--- src/hw/rtl/bcdfe_pkg.sv ---
// ----------------------------------------------------------------------------
// bcdfe_pkg
// Shared types, cursor slot codes and field edit rules for the BCD clock
// field editor.
// ----------------------------------------------------------------------------
package bcdfe_pkg;

  // Key operations carried by each request
  typedef enum logic [1:0] {
    OP_MOVE_RIGHT = 2'd0,
    OP_INCREMENT  = 2'd1,
    OP_DECREMENT  = 2'd2,
    OP_START_EDIT = 2'd3
  } op_e;

  typedef logic [3:0] slot_t;
  typedef logic [2:0] reg_addr_t;
  typedef logic [7:0] bcd_t;

  // Cursor slots, left to right across the display
  localparam slot_t SLOT_YEAR_TENS   = 4'd0;
  localparam slot_t SLOT_YEAR_UNITS  = 4'd1;
  localparam slot_t SLOT_MONTH_TENS  = 4'd2;
  localparam slot_t SLOT_MONTH_UNITS = 4'd3;
  localparam slot_t SLOT_DATE_TENS   = 4'd4;
  localparam slot_t SLOT_DATE_UNITS  = 4'd5;
  localparam slot_t SLOT_WEEKDAY     = 4'd6;
  localparam slot_t SLOT_AM_PM       = 4'd7;
  localparam slot_t SLOT_HOUR_TENS   = 4'd8;
  localparam slot_t SLOT_HOUR_UNITS  = 4'd9;
  localparam slot_t SLOT_MIN_TENS    = 4'd10;
  localparam slot_t SLOT_MIN_UNITS   = 4'd11;
  localparam slot_t SLOT_SEC_TENS    = 4'd12;
  localparam slot_t SLOT_SEC_UNITS   = 4'd13;

  // Clock register addresses
  localparam reg_addr_t REG_SECONDS = 3'd0;
  localparam reg_addr_t REG_MINUTES = 3'd1;
  localparam reg_addr_t REG_HOUR    = 3'd2;
  localparam reg_addr_t REG_WEEKDAY = 3'd3;
  localparam reg_addr_t REG_DATE    = 3'd4;
  localparam reg_addr_t REG_MONTH   = 3'd5;
  localparam reg_addr_t REG_YEAR    = 3'd6;

  // Field limits and masks
  localparam bcd_t YEAR_TENS_MAX  = 8'h90;
  localparam bcd_t MONTH_MAX      = 8'h12;
  localparam bcd_t DATE_MAX       = 8'h31;
  localparam bcd_t SEXA_TENS_MAX  = 8'h50;
  localparam bcd_t WEEKDAY_MAX    = 8'h07;
  localparam bcd_t HOUR_MODE_MASK = 8'h60;
  localparam bcd_t HOUR_UPPER     = 8'hE0;
  localparam bcd_t TENS_MASK      = 8'hF0;
  localparam bcd_t UNITS_MASK     = 8'h0F;
  localparam bcd_t HOUR_VAL_MASK  = 8'h1F;
  localparam bcd_t TENS_STEP      = 8'h10;
  localparam bcd_t PM_BIT         = 8'h20;

  // Register that holds the field under a cursor slot
  function automatic reg_addr_t slot_to_reg(input slot_t slot);
    reg_addr_t r;
    unique case (slot)
      SLOT_YEAR_TENS, SLOT_YEAR_UNITS:                      r = REG_YEAR;
      SLOT_MONTH_TENS, SLOT_MONTH_UNITS:                    r = REG_MONTH;
      SLOT_DATE_TENS, SLOT_DATE_UNITS:                      r = REG_DATE;
      SLOT_WEEKDAY:                                         r = REG_WEEKDAY;
      SLOT_AM_PM, SLOT_HOUR_TENS, SLOT_HOUR_UNITS:          r = REG_HOUR;
      SLOT_MIN_TENS, SLOT_MIN_UNITS:                        r = REG_MINUTES;
      default:                                              r = REG_SECONDS;
    endcase
    return r;
  endfunction

  // Tens digit of a 0..59 field, wrapping between 5 and 0
  function automatic bcd_t tens59(input bcd_t v, input logic up);
    bcd_t t;
    if (up) begin
      t = ((v & TENS_MASK) < SEXA_TENS_MAX) ? v + TENS_STEP : (v & UNITS_MASK);
    end else begin
      t = ((v & TENS_MASK) >= TENS_STEP) ? v - TENS_STEP : v + SEXA_TENS_MAX;
    end
    return t;
  endfunction

  // Units digit 0..9, wrapping
  function automatic bcd_t units9(input bcd_t v, input logic up);
    bcd_t t;
    if (up) begin
      t = ((v & UNITS_MASK) < 8'h09) ? v + 8'h01 : (v & TENS_MASK);
    end else begin
      t = ((v & UNITS_MASK) >= 8'h01) ? v - 8'h01 : v + 8'h09;
    end
    return t;
  endfunction

  // Apply the clamp and wrap rules of the field under the cursor
  function automatic bcd_t edit_field(input slot_t slot, input bcd_t v, input logic up);
    bcd_t t;
    t = v;
    case (slot) inside
      SLOT_YEAR_TENS: begin
        if (up) begin
          t = ((v & TENS_MASK) < YEAR_TENS_MAX) ? v + TENS_STEP : (v & UNITS_MASK);
        end else begin
          t = ((v & TENS_MASK) >= TENS_STEP) ? v - TENS_STEP : v + YEAR_TENS_MAX;
        end
      end
      SLOT_YEAR_UNITS, SLOT_MIN_UNITS, SLOT_SEC_UNITS: begin
        t = units9(v, up);
      end
      SLOT_MONTH_TENS: begin
        t = v ^ TENS_STEP;
        if (t == 8'h00) t = 8'h01;
        if (t > MONTH_MAX) t = MONTH_MAX;
      end
      SLOT_MONTH_UNITS: begin
        if (up) begin
          if ((v & UNITS_MASK) < 8'h09) begin
            t = v + 8'h01;
            if (t > MONTH_MAX) t = t & TENS_MASK;
          end else begin
            t = v & TENS_MASK;
            if (t == 8'h00) t = 8'h01;
          end
        end else begin
          if ((v & UNITS_MASK) >= 8'h01) begin
            t = v - 8'h01;
            if (t == 8'h00) t = 8'h09;
          end else begin
            t = v + 8'h09;
            if (t > MONTH_MAX) t = MONTH_MAX;
          end
        end
      end
      SLOT_DATE_TENS: begin
        if (up) begin
          if ((v & TENS_MASK) < 8'h30) begin
            t = v + TENS_STEP;
            if (t > DATE_MAX) t = DATE_MAX;
          end else begin
            t = v & UNITS_MASK;
            if (t == 8'h00) t = 8'h01;
          end
        end else begin
          if ((v & TENS_MASK) >= TENS_STEP) begin
            t = v - TENS_STEP;
            if (t == 8'h00) t = 8'h01;
          end else begin
            t = v + 8'h30;
            if (t > DATE_MAX) t = DATE_MAX;
          end
        end
      end
      SLOT_DATE_UNITS: begin
        if (up) begin
          if ((v & UNITS_MASK) < 8'h09) begin
            t = v + 8'h01;
            if (t > DATE_MAX) t = t & TENS_MASK;
          end else begin
            t = v & TENS_MASK;
            if (t == 8'h00) t = 8'h01;
          end
        end else begin
          if ((v & UNITS_MASK) >= 8'h01) begin
            t = v - 8'h01;
            if (t == 8'h00) t = 8'h09;
          end else begin
            t = v + 8'h09;
            if (t > DATE_MAX) t = DATE_MAX;
          end
        end
      end
      SLOT_WEEKDAY: begin
        if (up) begin
          t = (v < WEEKDAY_MAX) ? v + 8'h01 : 8'h01;
        end else begin
          t = (v > 8'h01) ? v - 8'h01 : WEEKDAY_MAX;
        end
      end
      SLOT_AM_PM: begin
        t = v ^ PM_BIT;
      end
      SLOT_HOUR_TENS: begin
        t = v ^ TENS_STEP;
        if ((t & HOUR_VAL_MASK) == 8'h00) t = t + 8'h01;
        if ((t & HOUR_VAL_MASK) > MONTH_MAX) t = (t & HOUR_MODE_MASK) + MONTH_MAX;
      end
      SLOT_HOUR_UNITS: begin
        if (up) begin
          if ((v & UNITS_MASK) < 8'h09) begin
            t = v + 8'h01;
            if ((t & HOUR_VAL_MASK) > MONTH_MAX) t = t & TENS_MASK;
          end else begin
            t = v & TENS_MASK;
            if ((t & HOUR_VAL_MASK) == 8'h00) t = t + 8'h01;
          end
        end else begin
          if ((v & UNITS_MASK) >= 8'h01) begin
            t = v - 8'h01;
            if ((t & HOUR_VAL_MASK) == 8'h00) t = (t & HOUR_UPPER) + 8'h09;
          end else begin
            t = v + 8'h09;
            if ((t & HOUR_VAL_MASK) > MONTH_MAX) t = (t & HOUR_UPPER) + MONTH_MAX;
          end
        end
      end
      SLOT_MIN_TENS, SLOT_SEC_TENS: begin
        t = tens59(v, up);
      end
      default: begin
        t = 8'h00;
      end
    endcase
    return t;
  endfunction

endpackage

--- src/hw/rtl/bcd_clock_field_editor.sv ---
// ----------------------------------------------------------------------------
// bcd_clock_field_editor
// Key-driven cursor and digit editor for the time and date registers of a
// BCD real-time clock.
// ----------------------------------------------------------------------------
// Takes one key request per cycle while not stalled and returns one result
// per request. A request is captured in an input register, then the cursor
// update and the field edit are worked out in one pass and stored in the
// result register, from which each result is offered. The cursor register
// is updated in that same pass, so requests may follow each other in every
// cycle. The cursor starts on the AM/PM position after reset.
// A stall on the result side holds the result register and then the input
// register; requests keep flowing as long as the result register drains.
module bcd_clock_field_editor
  import bcdfe_pkg::*;
(
  input  logic       clk_i,
  input  logic       rst_ni,
  input  logic       in_valid_i,
  output logic       in_stall_o,
  input  logic [1:0] operation_i,
  input  logic [7:0] current_value_i,
  output logic       out_valid_o,
  input  logic       out_stall_i,
  output logic [7:0] new_value_o,
  output logic       write_enable_o,
  output logic [2:0] register_address_o,
  output logic [3:0] cursor_position_o
);

  logic      in_valid_q, in_valid_d;
  op_e       op_q;
  bcd_t      value_q;
  logic      out_valid_q, out_valid_d;
  bcd_t      new_value_q, new_value_d;
  logic      we_q, we_d;
  reg_addr_t addr_q, addr_d;
  slot_t     cursor_q, cursor_d;
  logic      in_accept;
  logic      res_load;

  // Handshake: the result register loads when a request is waiting and the result register is empty or being drained
  assign res_load   = in_valid_q && (!out_valid_q || !out_stall_i);
  assign in_stall_o = in_valid_q && !res_load;
  assign in_accept  = in_valid_i && !in_stall_o;

  assign in_valid_d  = in_accept ? 1'b1 : (res_load ? 1'b0 : in_valid_q);
  assign out_valid_d = res_load || (out_valid_q && out_stall_i);

  // Advance the cursor and edit the field under it
  always_comb begin
    cursor_d    = cursor_q;
    new_value_d = 8'h00;
    we_d        = 1'b0;
    unique case (op_q)
      OP_MOVE_RIGHT: begin
        cursor_d = (cursor_q >= SLOT_SEC_UNITS) ? SLOT_YEAR_TENS : cursor_q + 4'd1;
      end
      OP_START_EDIT: begin
        cursor_d = SLOT_AM_PM;
      end
      OP_INCREMENT, OP_DECREMENT: begin
        if (cursor_q <= SLOT_SEC_UNITS) begin
          new_value_d = edit_field(cursor_q, value_q, op_q == OP_INCREMENT);
          we_d        = 1'b1;
        end
      end
      default: begin
        cursor_d = cursor_q;
      end
    endcase
    addr_d = slot_to_reg(cursor_d);
  end

  // Control state
  always_ff @(posedge clk_i or negedge rst_ni) begin
    if (!rst_ni) begin
      in_valid_q  <= 1'b0;
      out_valid_q <= 1'b0;
      cursor_q    <= SLOT_AM_PM;
    end else begin
      in_valid_q  <= in_valid_d;
      out_valid_q <= out_valid_d;
      if (res_load) begin
        cursor_q <= cursor_d;
      end
    end
  end

  // Capture the request
  always_ff @(posedge clk_i) begin
    if (in_accept) begin
      op_q    <= op_e'(operation_i);
      value_q <= current_value_i;
    end
  end

  // Hold the result until it is taken
  always_ff @(posedge clk_i) begin
    if (res_load) begin
      new_value_q <= new_value_d;
      we_q        <= we_d;
      addr_q      <= addr_d;
    end
  end

  assign out_valid_o        = out_valid_q;
  assign new_value_o        = new_value_q;
  assign write_enable_o     = we_q;
  assign register_address_o = addr_q;
  assign cursor_position_o  = cursor_q;

`ifndef NO_ASSERTIONS
  a_cursor_in_range: assert property (@(posedge clk_i) disable iff (!rst_ni)
    cursor_q <= SLOT_SEC_UNITS)
    else $error("cursor left the digit range");

  a_addr_matches_cursor: assert property (@(posedge clk_i) disable iff (!rst_ni)
    out_valid_o |-> (register_address_o == slot_to_reg(cursor_position_o)))
    else $error("register address does not match cursor");

  a_move_writes_nothing: assert property (@(posedge clk_i) disable iff (!rst_ni)
    (out_valid_o && !write_enable_o) |-> (new_value_o == 8'h00))
    else $error("cursor move carries a nonzero value");

  a_stall_only_when_full: assert property (@(posedge clk_i) disable iff (!rst_ni)
    in_stall_o |-> (in_valid_q && out_valid_q && out_stall_i))
    else $error("input stalled without a blocked result");
`endif

endmodule

--- config.mk ---
export PLATFORM = sky130hd
export DESIGN_NAME = bcd_clock_field_editor
export DESIGN_NICKNAME = d
export VERILOG_FILES = /design/src/hw/rtl/bcdfe_pkg.sv /design/src/hw/rtl/bcd_clock_field_editor.sv
export SDC_FILE = /design/constraint.sdc
export NUM_CORES = 1
export LEC_CHECK = 0
export ABC_AREA = 1
export BUFFER_PORTS_ARGS = -buffer_cell sky130_fd_sc_hd__buf_4
export CORE_MARGIN = 2
export CORE_UTILIZATION = 40
export CTS_BUF_LIST = sky130_fd_sc_hd__clkbuf_2
export DETAILED_ROUTE_END_ITERATION = 10
export GPL_TIMING_DRIVEN = 0
export HOLD_SLACK_MARGIN = 0.1
export PLACE_DENSITY = 0.68
export SETUP_SLACK_MARGIN = 0.15
export SKIP_LAST_GASP = 1
export SLEW_MARGIN = 20
export SYNTH_ARGS = -nofsm -noshare
export SYNTH_HDL_FRONTEND = slang
export SYNTH_SLANG_ARGS = --single-unit
export TNS_END_PERCENT = 5
--- constraint.sdc ---
create_clock -name clk_i -period 3.45 [get_ports clk_i]
set_input_delay 0.5175 -clock clk_i [delete_from_list [all_inputs] [get_ports clk_i]]
set_output_delay 0.5175 -clock clk_i [all_outputs]
set_load 0.02 [all_outputs]
# After elaboration in Yosys (flattened, before gate mapping)
# Memories as Yosys holds them, arrays and structs flattened. A register that Yosys moved wholly into a read port is not among the register bits.
# Index checks and enable logic that the tools add are counted.
# W data, S select, Z words.
[totals]
regBits = 25
latch_bits = 0
mem_bits_rw = 0
rom_bits = 48
inputBits = 14
output_inout_bits = 18
n_memories = 1
[classes]
n_addsub = 14
mul = 0
div = 0
order_cmp = 20
eq_ne = 16
n_shift = 0
muxes = 74
bitwise_logic = 2
n_reduce_logical = 25
[mem_list]
columns = ["name", "words", "width", "read_ports", "rd_ports_with_merged_regs", "write_ports", "line", "source"]
rows = [
  ["(name not given)", 16, 3, 1, 1, 0, "bcdfe_pkg.sv:62", "unique case (slot)"],
]
[op_table]
columns = ["cell", "n"]
rows = [
  ["$mux W8", 65],
  ["$logic_not A8 Y1", 8],
  ["$gt A8 B6 Y1 const B", 4],
  ["$add A8 B1 Y8 const B", 3],
  ["$eq A4 B4 Y1 const B", 6],
  ["$gt A8 B5 Y1 const B", 3],
  ["$mux W4", 5],
  ["$add A8 B4 Y8 const B", 2],
  ["$add A8 B5 Y8 const B", 2],
  ["$eq A4 B3 Y1 const B", 4],
  ["$gt A5 B5 Y1 const B", 3],
  ["$add A7 B5 Y8 const B", 1],
  ["$add A8 B6 Y8 const B", 1],
  ["$add A8 B7 Y8 const B", 1],
  ["$add A8 B8 Y8 const B", 1],
  ["$eq A4 B2 Y1 const B", 2],
  ["$ge A8 B5 Y1 const B", 1],
  ["$gt A8 B1 Y1 const B", 1],
  ["$lt A8 B3 Y1 const B", 1],
  ["$lt A8 B6 Y1 const B", 1],
  ["$lt A8 B7 Y1 const B", 1],
  ["$lt A8 B8 Y1 const B", 1],
  ["$pmux W4 S2", 1],
  ["$sub A8 B1 Y8 const B", 1],
  ["other kinds (20)", 32],
]

# Depth between registers and ports, before layout
[depth]
depth_word = 25
ltp_mapped = 24

# Least setup slack after synthesis
# OpenSTA, ideal clock, no wires.
[synth_path]
kind = "reg-to-reg"
from = "register value_q[0]"
to = "register new_value_q[2], in the netlist new_value_o[2], data pin"
setup_time_ns = 0.262
t_arrival_ns = 2.300
t_required_ns = 3.188
slack_ns = 0.889
path_stages_with_launch = 22
n_path_buf = 2
cell_sequence = "edfxtp_1 > buf_4 > inv_2 > ha_1 > buf_4 > nand2_4 > nor2_4 > nand2_2 > xor2_1 > clkinv_1 > o21ai_1 > nand2_1 > nand3_1 > nand3_1 > nand2_1 > nand3_1 > nand2_1 > nand2_1 > nand2_1 > nand2_1 > nand2_1 > a21oi_1"
[synth_via]
elab_chain_cells = 24
word_cells_on_any_way = 96
classes_between = "add/sub: 9; order compare: 14; mux: 67; reduce/logical: 6"
[synth_lines]
columns = ["element", "line", "source"]
rows = [
  ["from (decl)", "bcd_clock_field_editor.sv:33", "bcd_t value_q;"],
  ["from (signal assigned)", "bcd_clock_field_editor.sv:94", "value_q <= current_value_i;"],
  ["$add A8 B1 Y8 or $logic_not A8 Y1 (tied branches)", "bcdfe_pkg.sv:185", "if ((t & HOUR_VAL_MASK) == 8'h00) t = t + 8'h01;"],
  ["$mux W8", "bcdfe_pkg.sv:185", ""],
  ["$mux W8 (9 in series)", "bcdfe_pkg.sv:100", "case (slot) inside"],
  ["$mux W8", "bcd_clock_field_editor.sv:63", "if (cursor_q <= SLOT_SEC_UNITS) begin"],
  ["$mux W8", "bcd_clock_field_editor.sv:55", "unique case (op_q)"],
  ["$gt A5 B5 Y1", "bcdfe_pkg.sv:186", "if ((t & HOUR_VAL_MASK) > MONTH_MAX) t = (t & HOUR_MODE_MASK) + MONTH_MAX;"],
  ["$mux W8", "bcdfe_pkg.sv:186", ""],
  ["$mux W8 (8 in series)", "bcdfe_pkg.sv:100", ""],
  ["$mux W8 *", "bcdfe_pkg.sv:100", ""],
  ["to (signal assigned)", "bcd_clock_field_editor.sv:101", "new_value_q <= new_value_d;"],
  ["to (decl)", "bcd_clock_field_editor.sv:35", "bcd_t new_value_q, new_value_d;"],
]
# Every way passes the cells marked *; elsewhere a longest branch is shown, timed or not. The select of a mux whose other input is x is not followed.
# A chain may end at the register's enable or synchronous reset.

# Worst setup path in the final report
[layout_path]
from = "register value_q[0]"
to = "register new_value_q[1], in the netlist new_value_o[1], data pin"
# Same word-level chain as after synthesis.

==> qor.txt <==
status - completed
layout net count - 733
crit path to - new_value_o[1]
Clk pwr share - 0.098
gr busiest metal - met2
Flop pwr share - 0.243
Via Count - 4674
footprint of the multi-input gates - 2840 µm²
I/O pin cnt - 32
initial antenna violation count - 0
Final Hold Vio Count - 0
vias in the first global route - 4302
Post-Synth Simple-Gate Area - 0.412
Final Total Pwr - 2.08 mW
startpoint types - flip-flop
Iter 0 DRT Violations - 444
final slew viol count - 0
Setup WS post-layout - 0.232 ns
number of port buffers - 31
Die Span Y - 105 µm
core area - 9860 µm²
grt met1 use - 0.368
clk_lat worst skew - 0.40 ns
CP required - 3.63 ns
hpwl dp - 11800 µm
Post-Synth Adder-Cell Area - 0.0639
Hold Crit Class - in -> reg
multiplexer share of the synthesized area - 0.00274
final setup fails - 0
Critical Path Start - value_q[0]
final period utilization - 0.933
clock root cell - clkbuf_2
FILL cells - 1046
share of synthesized registers carrying an async set or reset - 0.214
NetSw - 1.06 mW
Internal Power - 1.01 mW
Seq/Total Area, Yosys - 0.198
Util after Layout - 0.470
Ys Warns - 0
antenna cells - 0
first-pass GRT wire length - 23300 µm
Routed WL - 14900 µm
Routed Antenna Nets - 0
gr usage total - 0.270
area growth from synthesis to layout - 12.8%
Final Critical Period - 3.22 ns
largest net degree at the start of global routing - 19
Comb power frac - 0.659
wire length per cell - 18.0 µm
Post-synth EDFFs - 22
gpl congestion - 1.04
Num Clock Sinks - 28
Slew @ Worst Pin - 0.622 ns
clk slew on worst S/H paths - 0.28 ns
Die ar. - 11100 µm²
Net Sw Frac - 0.511
Max Buffers Root-to-Sink - 2
VDD IR-drop max - 0.243 mV
clock skew - 0.0241 ns
most area-consuming cells after synthesis - nand2_1 19%, edfxtp_1 16%, ha_1 6.4%, inv_1 6.1%, nand3_1 5.7%
GRT overflow - 0
H-tree Lvls - 1
Reg-to-Reg Start - value_q[0]
gate count of the mapped netlist - 653
Cell variety after synth - 59
share of cells above drive strength 1 - 0.208
M2 GR Usage - 0.423
CTS Buf Count - 3
post-synthesis register bit count - 28
Crit Path Class - reg -> reg
Net Count, Synth - 688
Main synth FF type - edfxtp_1
MaxCap Viol Count - 0
Synth area leader - nand2_1
critical path endpoint category - flip-flop
share of the synthesized area in the top cell type - 0.186
placed inst area - 4510 µm²
Reg-to-Reg End - new_value_o[1]
leakage - 2.19 nW
Post-Place Worst Slack - 0.135 ns
pwr dens - 448 nW/µm²
unrepaired setup endpoints after global routing - yes
drt first pass iters - 5
post-DR vias/cell - 5.63
post-synthesis xor/xnor area fraction - 0.0292
Fmax achieved - 0.311 GHz
Rel. slew slack - 0.585
Synth Area in Compound Gates - 0.182
Netlist Area Pre-Place - 4110 µm²
CTS tree - yes
Critical Path AT - 3.40 ns
die width - 105 µm
crit path max fanout - 10
Setup TNS Final - 0 ns
R2R setup slack - 0.23 ns
largest family of logic cells by synthesized area - simple AND/OR/NAND/NOR gates
Post-Layout Inst Area - 4640 µm²
std cell rows - 36
synthesized area per cell - 6.29 µm²
Initial Util - 0.417
Worst Reg-to-Reg Cells - 20
met3 GRT Util - 0.0501
register area - 815 µm²
Residual DRC - 0
[cell type report]
| class | count | area share |
|---|---|---|
| buffer | 17 | 0.0256 |
| clock buffer | 3 | 0.00324 |
| clock inverter | 1 | 0.00648 |
| inverter | 87 | 0.0742 |
| multi-input combinational | 521 | 0.613 |
| sequential | 28 | 0.176 |
| tap | 133 | 0.0359 |
| timing repair buffer | 40 | 0.0653 |
[per-layer routing]
layer / vias to the layer above / part of all wire
li1: 2225 / -
met1: 2162 / 0.43
met2: 247 / 0.44
met3: 40 / 0.095
met4: 0 / 0.034
met5: - / 0
[stage by stage]
step / hold slack (ns) / std cells
finish: 0.261 / 830
floorplan: 0.222 / 653
detailed placement: 0.332 / 817
global route: 0.252 / 830
CTS: 0.246 / 823
global placement: 0.327 / 817
[worst max-delay path: stages (launching register included)]
cell      delay, ns
edfxtp_1       0.42
buf_4          0.24
clkinv_2       0.25
ha_1           0.28
buf_4          0.19
xnor2_1        0.18
nand2_1        0.12
nor2_4         0.14
nand2_1        0.09
nand3_1        0.09
nand3_1        0.07
nand2_1        0.06
a21oi_1        0.13
o21ai_1        0.15
nand2_1        0.09
nand2_1        0.14
nand2_1        0.07
nand2_1        0.09
nand3_1        0.07
nand2_1        0.08
a21oi_2        0.05
[cell usage in the layout, fill, tap and decap left out, types with 8 or more instances in the layout]
master / Yosys / routed
o21ai_1: 10 / 10
nor2_1: 53 / 52
nand2_1: 204 / 203
nand2_2: 15 / 16
a21oi_1: 41 / 41
xor2_1: 9 / 9
nand3_1: 47 / 47
buf_4: 5 / 44
edfxtp_1: 22 / 22
o21ai_0: 37 / 37
inv_1: 67 / 66
ha_1: 21 / 20
nand4_1: 8 / 8
nor2_2: 8 / 9
inv_2: 16 / 15
[sequential cells by signal, indices dropped and copies added, names as in the netlist]
register            cells
value_q                 8
new_value_o             8
op_q                    2
cursor_position_o       4
register_address_o      3
in_valid_q              1
out_valid_o             1
write_enable_o          1
[repair_timing]
item | CTS | global route
pin swaps | 0 | 1
gates resized for setup | 0 | 5
setup buffers | 1 | 7
setup endpoints to repair | 5 | 8
hold buffers | 1 | 0
hold endpoints to repair | 6 | 0
[power groups by stage]
stage	sequential (mW)	combinational [mW]	clock, mW
CTS	0.508	1.33	0.210
global placement	0.516	1.30	0
finish	0.504	1.37	0.204
global route	0.513	1.52	0.217
floorplan	0.580	0.865	0
detailed placement	0.518	1.32	0
[synth_stat cells (8+ instances only)]
master    instances
nand2_1         204
inv_1            67
nor2_1           53
nand3_1          47
a21oi_1          41
o21ai_0          37
edfxtp_1         22
ha_1             21
inv_2            16
nand2_2          15
o21ai_1          10
xor2_1            9
nand4_1           8
nor2_2            8
[how the worst min path moves through the flow]
stage                     cells past startpoint                   end          startpoint
final                                         1            value_q[0]  current_value_i[0]
after detailed placement                      1  cursor_position_o[3]              rst_ni
after global placement                        1  cursor_position_o[3]              rst_ni
after global routing                          1               op_q[1]      operation_i[1]
after CTS                                     1            value_q[3]  current_value_i[3]
after floorplan                               0  cursor_position_o[3]              rst_ni
[cell families after synthesis]
group / count (synthesis)
simple gates: 363
compound gates: 124
buf+inv: 104
flops: 28
fa+ha+maj: 21
xor+xnor: 12
mux: 1
Power figures use the tool's default switching activity.
